==> src/rtl/slab_pkg.sv <==
// slab_pkg: shared constants, types and elaboration-time table builders
// for the sRGB to CIELAB pipeline. No dependencies.
package slab_pkg;

  localparam int unsigned LIN_W = 17;   // Q0.16 linear value, 0..65536
  localparam int unsigned T_W   = 17;   // normalized X/Y/Z, up to about 65546
  localparam int unsigned NUM_W = 34;   // normalization numerator
  localparam int unsigned T_MAX = 65546;
  localparam int unsigned PIVOT_KNEE = 580;  // t above this takes the cube root

  typedef logic [LIN_W-1:0] lin_t;
  typedef logic [T_W-1:0]   tval_t;

  // matrix rows, X and Z rows prescaled by 20 to fold in the white-point divide
  localparam int unsigned MAT [3][3] = '{
    '{82480, 71520, 36100},
    '{2126, 7152, 722},
    '{3860, 23840, 190100}
  };
  localparam int unsigned NRM_ADD [3] = '{95047, 5000, 108883};
  localparam int unsigned NRM_DIV [3] = '{190094, 10000, 217766};
  localparam int unsigned NRM_SH  [3] = '{34, 30, 34};
  localparam longint unsigned NRM_REC [3] = '{
    (64'd1 << 34) / 190094,
    (64'd1 << 30) / 10000,
    (64'd1 << 34) / 217766
  };

  // sRGB decode of one 8-bit code into Q0.16
  function automatic lin_t lin_value(input logic [7:0] code);
    logic [63:0] c, t, u, r, cand, p2, p4, p5;
    c = 64'(code);
    r = '0;
    if (c * 64'd100000 <= 64'd1031475) begin
      return lin_t'((c * 64'd13107200 + 64'd329460) / 64'd658920);
    end
    if (c == 64'd255) begin
      return lin_t'(65536);
    end
    t = ((64'd1000 * c + 64'd14025) << 32) / 64'd269025;
    u = (t * t) >> 32;
    for (int b = 15; b >= 0; b--) begin
      cand = r | (64'd1 << b);
      p2 = cand * cand;
      p4 = (p2 * p2) >> 32;
      p5 = (p4 * cand) >> 16;
      if (p5 <= u) begin
        r = cand;
      end
    end
    return lin_t'((u * r + 64'h8000_0000) >> 32);
  endfunction

  function automatic tval_t cbrt_floor(input logic [63:0] v);
    logic [63:0] r, cand;
    r = '0;
    for (int b = 17; b >= 0; b--) begin
      cand = r | (64'd1 << b);
      if (cand * cand * cand <= v) begin
        r = cand;
      end
    end
    return tval_t'(r);
  endfunction

endpackage

==> src/rtl/slab_out.sv <==
// slab_out: two-stage back end: L, a, b from the pivots, rounding to
// output units and saturation. Depends on slab_pkg.
module slab_out #(
  parameter int FRAC_BITS = 8
) (
  input  logic               clk_i,
  input  logic               en_i,
  input  slab_pkg::tval_t    fx_i,
  input  slab_pkg::tval_t    fy_i,
  input  slab_pkg::tval_t    fz_i,
  output logic        [14:0] l_o,
  output logic signed [15:0] a_o,
  output logic signed [15:0] b_o
);

  localparam int SH   = 16 - FRAC_BITS;
  localparam int LMAX = ((100 << FRAC_BITS) > 32767) ? 32767 : (100 << FRAC_BITS);
  localparam logic signed [27:0] L_HI = 28'(LMAX);
  localparam logic signed [27:0] S_HI = 28'sd32767;
  localparam logic signed [27:0] S_LO = -28'sd32768;

  function automatic logic signed [27:0] to_units(input logic signed [27:0] v);
    logic [27:0] mag, q;
    mag = v[27] ? 28'(-v) : 28'(v);
    q   = (mag + 28'(1 << (SH - 1))) >> SH;
    return v[27] ? -$signed(q) : $signed(q);
  endfunction

  logic signed [27:0] l_q, a_q, b_q, lu, au, bu;
  logic signed [27:0] lc, ac, bc;
  logic        [14:0] lo_q;
  logic signed [15:0] ao_q, bo_q;

  always_comb begin
    lu = to_units(l_q);
    au = to_units(a_q);
    bu = to_units(b_q);
    lc = (lu < 28'sd0) ? 28'sd0 : ((lu > L_HI) ? L_HI : lu);
    ac = (au < S_LO) ? S_LO : ((au > S_HI) ? S_HI : au);
    bc = (bu < S_LO) ? S_LO : ((bu > S_HI) ? S_HI : bu);
  end

  always_ff @(posedge clk_i) begin
    if (en_i) begin
      l_q  <= 28'sd116 * $signed({11'd0, fy_i}) - 28'sd1048576;
      a_q  <= 28'sd500 * ($signed({11'd0, fx_i}) - $signed({11'd0, fy_i}));
      b_q  <= 28'sd200 * ($signed({11'd0, fy_i}) - $signed({11'd0, fz_i}));
      lo_q <= lc[14:0];
      ao_q <= ac[15:0];
      bo_q <= bc[15:0];
    end
  end

  assign l_o = lo_q;
  assign a_o = ao_q;
  assign b_o = bo_q;

endmodule

==> config.mk <==
export PLATFORM = sky130hd
export DESIGN_NAME = slab_out
export DESIGN_NICKNAME = d
export VERILOG_FILES = /design/src/rtl/slab_pkg.sv /design/src/rtl/slab_out.sv
export SDC_FILE = /design/constraint.sdc
export NUM_CORES = 1
export LEC_CHECK = 0
export BUFFER_PORTS_ARGS = -buffer_cell sky130_fd_sc_hd__buf_2
export CAP_MARGIN = 20
export CORE_UTILIZATION = 40
export CTS_CLUSTER_DIAMETER = 60
export DETAILED_ROUTE_END_ITERATION = 10
export HOLD_SLACK_MARGIN = 0.08
export SYNTH_ARGS = -nofsm -noshare
export SYNTH_HDL_FRONTEND = slang
export SYNTH_SLANG_ARGS = --single-unit
==> constraint.sdc <==
create_clock -name clk_i -period 9.4 [get_ports clk_i]
set_input_delay 1.88 -clock clk_i [delete_from_list [all_inputs] [get_ports clk_i]]
set_output_delay 1.88 -clock clk_i [all_outputs]
set_load 0.02 [all_outputs]
# Yosys cells after proc, flatten, opt, wreduce, memory -nomap -nowiden
# Index checks and enable logic that the tools add are counted.
[word_totals]
elab_cells = 38
input_bits = 53
output_inout_bits = 47
ff_bits = 126
[classes]
addsub = 12
n_reduce_logical = 1
order_cmp = 6
muxes = 9
mul = 3
[op_table]
columns = ["cell", "n"]
rows = [
  ["28-bit 2-to-1 mux", 6],
  ["28-bit by 8-bit adder with 28-bit output, second input constant", 3],
  ["28-bit by 16-bit > comparator with 1-bit output, second input constant", 3],
  ["20-bit negation with 28-bit output", 3],
  ["28-bit negation", 3],
  ["28-bit by 16-bit less-than comparator with 1-bit output, second input constant", 2],
  ["17-bit by 17-bit subtractor with 18-bit output", 2],
  ["16-bit 2-to-1 mux", 2],
  ["28-bit by 1-bit less-than comparator with 1-bit output, second input constant", 1],
  ["8-bit by 18-bit multiplier with 26-bit output, first input constant", 1],
  ["24-bit by 21-bit subtractor with 25-bit output, second input constant", 1],
  ["6-bit by 18-bit multiplier with 24-bit output, first input constant", 1],
  ["5-bit by 17-bit multiplier with 22-bit output, first input constant", 1],
  ["15-bit 2-to-1 mux", 1],
  ["2-bit OR reduction", 1],
]

# Longest topological paths before layout
[logic_depth]
word_depth = 7
mapped_depth = 31
mapped_depth_nobuf = 31

# Worst setup path before layout
# Ideal clock, no wire load.
[synth_path]
path_kind = "input port to flip-flop"
startpoint = "in fx_i[0]"
endpoint = "reg a_q[25] (data pin)"
path_stages = 28
setup_slack_ns = 1.253
t_arrival_ns = 7.889
setup_time_ns = 0.258
required_ns = 9.142
n_path_buf = 0
cell_sequence = "inv_1 ha_1 fa_1 nor2b_1 o21ai_0 a21boi_0 o21ai_0 a21bo_2 a21oi_1 o31a_1 a21oi_1 o21bai_1 xor2_1 inv_1 fa_1 fa_1 inv_1 fa_1 inv_1 fa_1 inv_1 ha_1 nor4_1 nand2_1 o211a_1 or3_1 a21oi_1 xnor2_1"
[synth_via]
elab_chain_cells = 2
[synth_lines]
columns = ["element", "line_no", "source"]
rows = [
  ["from (decl)", "slab_out.sv:8", "input slab_pkg::tval_t fx_i,"],
  ["17-bit by 17-bit subtractor with 18-bit output", "slab_out.sv:46", "a_q <= 28'sd500 * ($signed({11'd0, fx_i}) - $signed({11'd0, fy_i}));"],
  ["8-bit by 18-bit multiplier with 26-bit output", "slab_out.sv:46", ""],
  ["to (signal assigned)", "slab_out.sv:46", ""],
  ["to (decl)", "slab_out.sv:29", "logic signed [27:0] l_q, a_q, b_q, lu, au, bu;"],
]
# Every way passes these cells.
# A chain may end at the register's enable or synchronous reset.

# Worst setup path in the final report
[layout_path]
startpoint = "in fy_i[1]"
endpoint = "reg a_q[25] (data pin)"
[layout_via]
elab_chain_cells = 2
[layout_lines]
columns = ["element", "line_no", "source"]
rows = [
  ["from (decl)", "slab_out.sv:9", "input slab_pkg::tval_t fy_i,"],
  ["17-bit by 17-bit subtractor with 18-bit output", "slab_out.sv:46", ""],
  ["8-bit by 18-bit multiplier with 26-bit output", "slab_out.sv:46", ""],
]
# Every way passes these cells.

==> results.json <==
{
  "nFillCells": 4288,
  "syn_inst": 2030,
  "dieArea_um2": 44900,
  "period_share_pct": 89.0,
  "cts.path.max_buffers": 2,
  "firstDrtPassIters": 7,
  "area_growth_pct": 9.20,
  "grt_first_pass_wirelength_um": 63700,
  "post-place-ws_ps": 583,
  "numCtsBuffers": 17,
  "grt_max_degree": 66,
  "hold_ws_ps": 934,
  "fmax_mhz": 120,
  "cp_data_arrival_time_ps": 8560,
  "hold_viol": 0,
  "rrSetupSlack_ps": 3190,
  "die_h_um": 212,
  "drt_wl_total_um": 37900,
  "slew_headroom_pct": 30.5,
  "drc": 0,
  "r2r_cells": 17,
  "r2r_start": "a_q[4]",
  "viasPerCell": 5.22,
  "cts_root_buf": "clkbuf_16",
  "clk_latency_ps": 450,
  "async_flop_share_pct": 0,
  "ioPinCount": 100,
  "rsz0062_at_grt": "no",
  "min_from": "l_q[22]",
  "vias": 13957,
  "wl_per_cell_um": 14.2,
  "setup_violations": 0,
  "tns_ps": 0,
  "syn_avg_cell_area_um2": 8.68,
  "coreArea_um2": 43300,
  "overflow": 0,
  "worst_slack_ps": 1040,
  "synthMostInstantiatedCell": "inv_1",
  "min_to": "l_o[14]",
  "synth-edff-count": 120,
  "yosysTopAreaCell": "edfxtp_1",
  "post_cts_buffers": 0,
  "slew_violations": 0,
  "synth_nets": 2390,
  "synth-seq-area-share_pct": 20.5,
  "r2r_end": "a_o[1]",
  "worstMarginPinSlew_ps": 1040,
  "multi_input_area_um2": 12400,
  "rows": 76,
  "required_ps": 9600,
  "drive_above_1_share_pct": 9.04,
  "path_max_fanout": 8,
  "end_kind": "flip-flop",
  "synth_area_leaders": "edfxtp_1 20%, ha_1 14%, fa_1 12%, xnor2_1 7.0%, inv_1 6.9%",
  "critPathKind": "primary input to flip-flop",
  "synth_seq_cells": 120,
  "gp_congestion": 0.851,
  "die_x_um": 212,
  "cts_sinks": 120,
  "ant_nets": 0,
  "nets": 2438,
  "yosysWarnings": 0,
  "synth_common_cells": "322 x inv_1, 199 x ha_1, 140 x xnor2_1, 122 x nor2_1, 120 x edfxtp_1",
  "clk_pin_slew_ps": 60,
  "maxCapViolCount": 0,
  "synth_top_area_share_pct": 20.5,
  "grt_pass1_vias": 13294,
  "ys_types": 93,
  "port_buffers": 99,
  "initial_core_util_pct": 40.7,
  "cts_htree_levels": 4,
  "syn_area_um2": 17600,
  "postCtsHoldBufs": 0,
  "finalClockSkew_ps": 13.3,
  "postPlaceCellArea_um2": 18600,
  "crit_path_start": "fy_i[1]",
  "tritoncts": "done",
  "dp_hpwl_um": 30900,
  "regArea_um2": 3600,
  "n_antenna_cell": 0,
  "cp-start-kind": "primary input",
  "min_period_ps": 8360,
  "cts_resized": 0,
  "drtIter0Drc": 610,
  "status": "completed",
  "grt_use_total_pct": 17.6,
  "synth_ff_type": "edfxtp_1",
  "final_cell_area_um2": 19200,
  "min_path_cells": 2,
  "grt_antenna_before_repair": 1,
  "hp-class": "flip-flop to flip-flop"
}
## routing by layer
layer  wire [um]  track usage [%]  vias to the layer above
met3        1430             2.85                       39
met4         733             6.02                        0
met5           0                0                        -
met1       19100             24.6                     6538
met2       16600             27.3                      242
li1            -                -                     7138
## worst max path at each step
stage,depth (start not counted),slack (ps),end
floorplan,28,1250,a_q[25]
global placement,28,690,a_q[25]
detailed placement,28,580,a_q[25]
CTS,28,1030,a_q[25]
global route,28,410,a_q[25]
finish,28,1040,a_q[25]
## critical path, stage by stage
cell and delay [ps]:
buf_2 250, inv_1 70, ha_1 270, nor2b_1 120, o21ai_0 190, a21boi_0 140
o21ai_0 230, a21boi_0 180, o2111ai_1 260, a31oi_1 180, a21o_1 210, a21o_1 180
xnor2_1 490, inv_1 160, fa_1 500, fa_1 490, inv_1 50, fa_1 520
inv_1 50, fa_1 520, inv_1 40, ha_1 190, nor4_1 330, nand2_1 170
o211a_1 270, or3_1 340, a21oi_1 190, xnor2_1 80
## sequential cells by signal, indices dropped and copies added, names as in the netlist
signal	flops
l_q	23
a_q	26
l_o	15
b_q	24
b_o	16
a_o	16
## cell families (layout without fill, tap and decap cells)
| kind of cell | after synthesis | after routing | share of synthesized area (%) |
|---|---|---|---|
| buffers and inverters | 405 | 465 | 8.85 |
| muxes | 28 | 28 | 1.65 |
| DFF | 120 | 120 | 20.5 |
| other | 1 | 1 | 0.0213 |
| AOI/OAI and AO/OA | 424 | 424 | 16.3 |
| adders and majority gates | 308 | 308 | 26.5 |
| and+or+nand+nor | 533 | 533 | 15.7 |
| xor gates and xnor gates | 211 | 211 | 10.6 |
## through the flow
step           utilization, %  instances
2_1_floorplan               -       2030
3_3_place_gp             43.0       2644
3_5_place_dp             43.0       2644
4_1_cts                  44.5       2675
5_1_grt                  44.5       2675
6_report                 44.5       2675
## layout make-up
cell class / count / area share [%]
Multi-Input combinational cell: 1505 / 64.7
Sequential cell: 120 / 18.7
Inverter: 323 / 6.30
Tap cell: 585 / 3.81
Timing Repair Buffer: 111 / 3.06
Clock buffer: 17 / 2.21
Clock inverter: 14 / 1.15
## layout by cell type (no fill, tap or decap), types with 21 or more instances in the layout
master    synthesis  final
a21oi_1          77     77
a31oi_1          25     25
buf_2            12     98
edfxtp_1        120    120
fa_1            108    108
ha_1            199    199
inv_1           322    322
mux2i_1          23     23
nand2_1         113    113
nand3_1          47     47
nor2_1          122    122
nor3_1           44     44
nor4_1           21     21
o21ai_0          99     99
o31ai_1          33     33
or3_1            36     36
xnor2_1         140    140
xor2_1           69     69
Power is left out: the tool's default activity adds up to more than one toggle a clock period on the data nets, which glitch-free logic cannot reach.
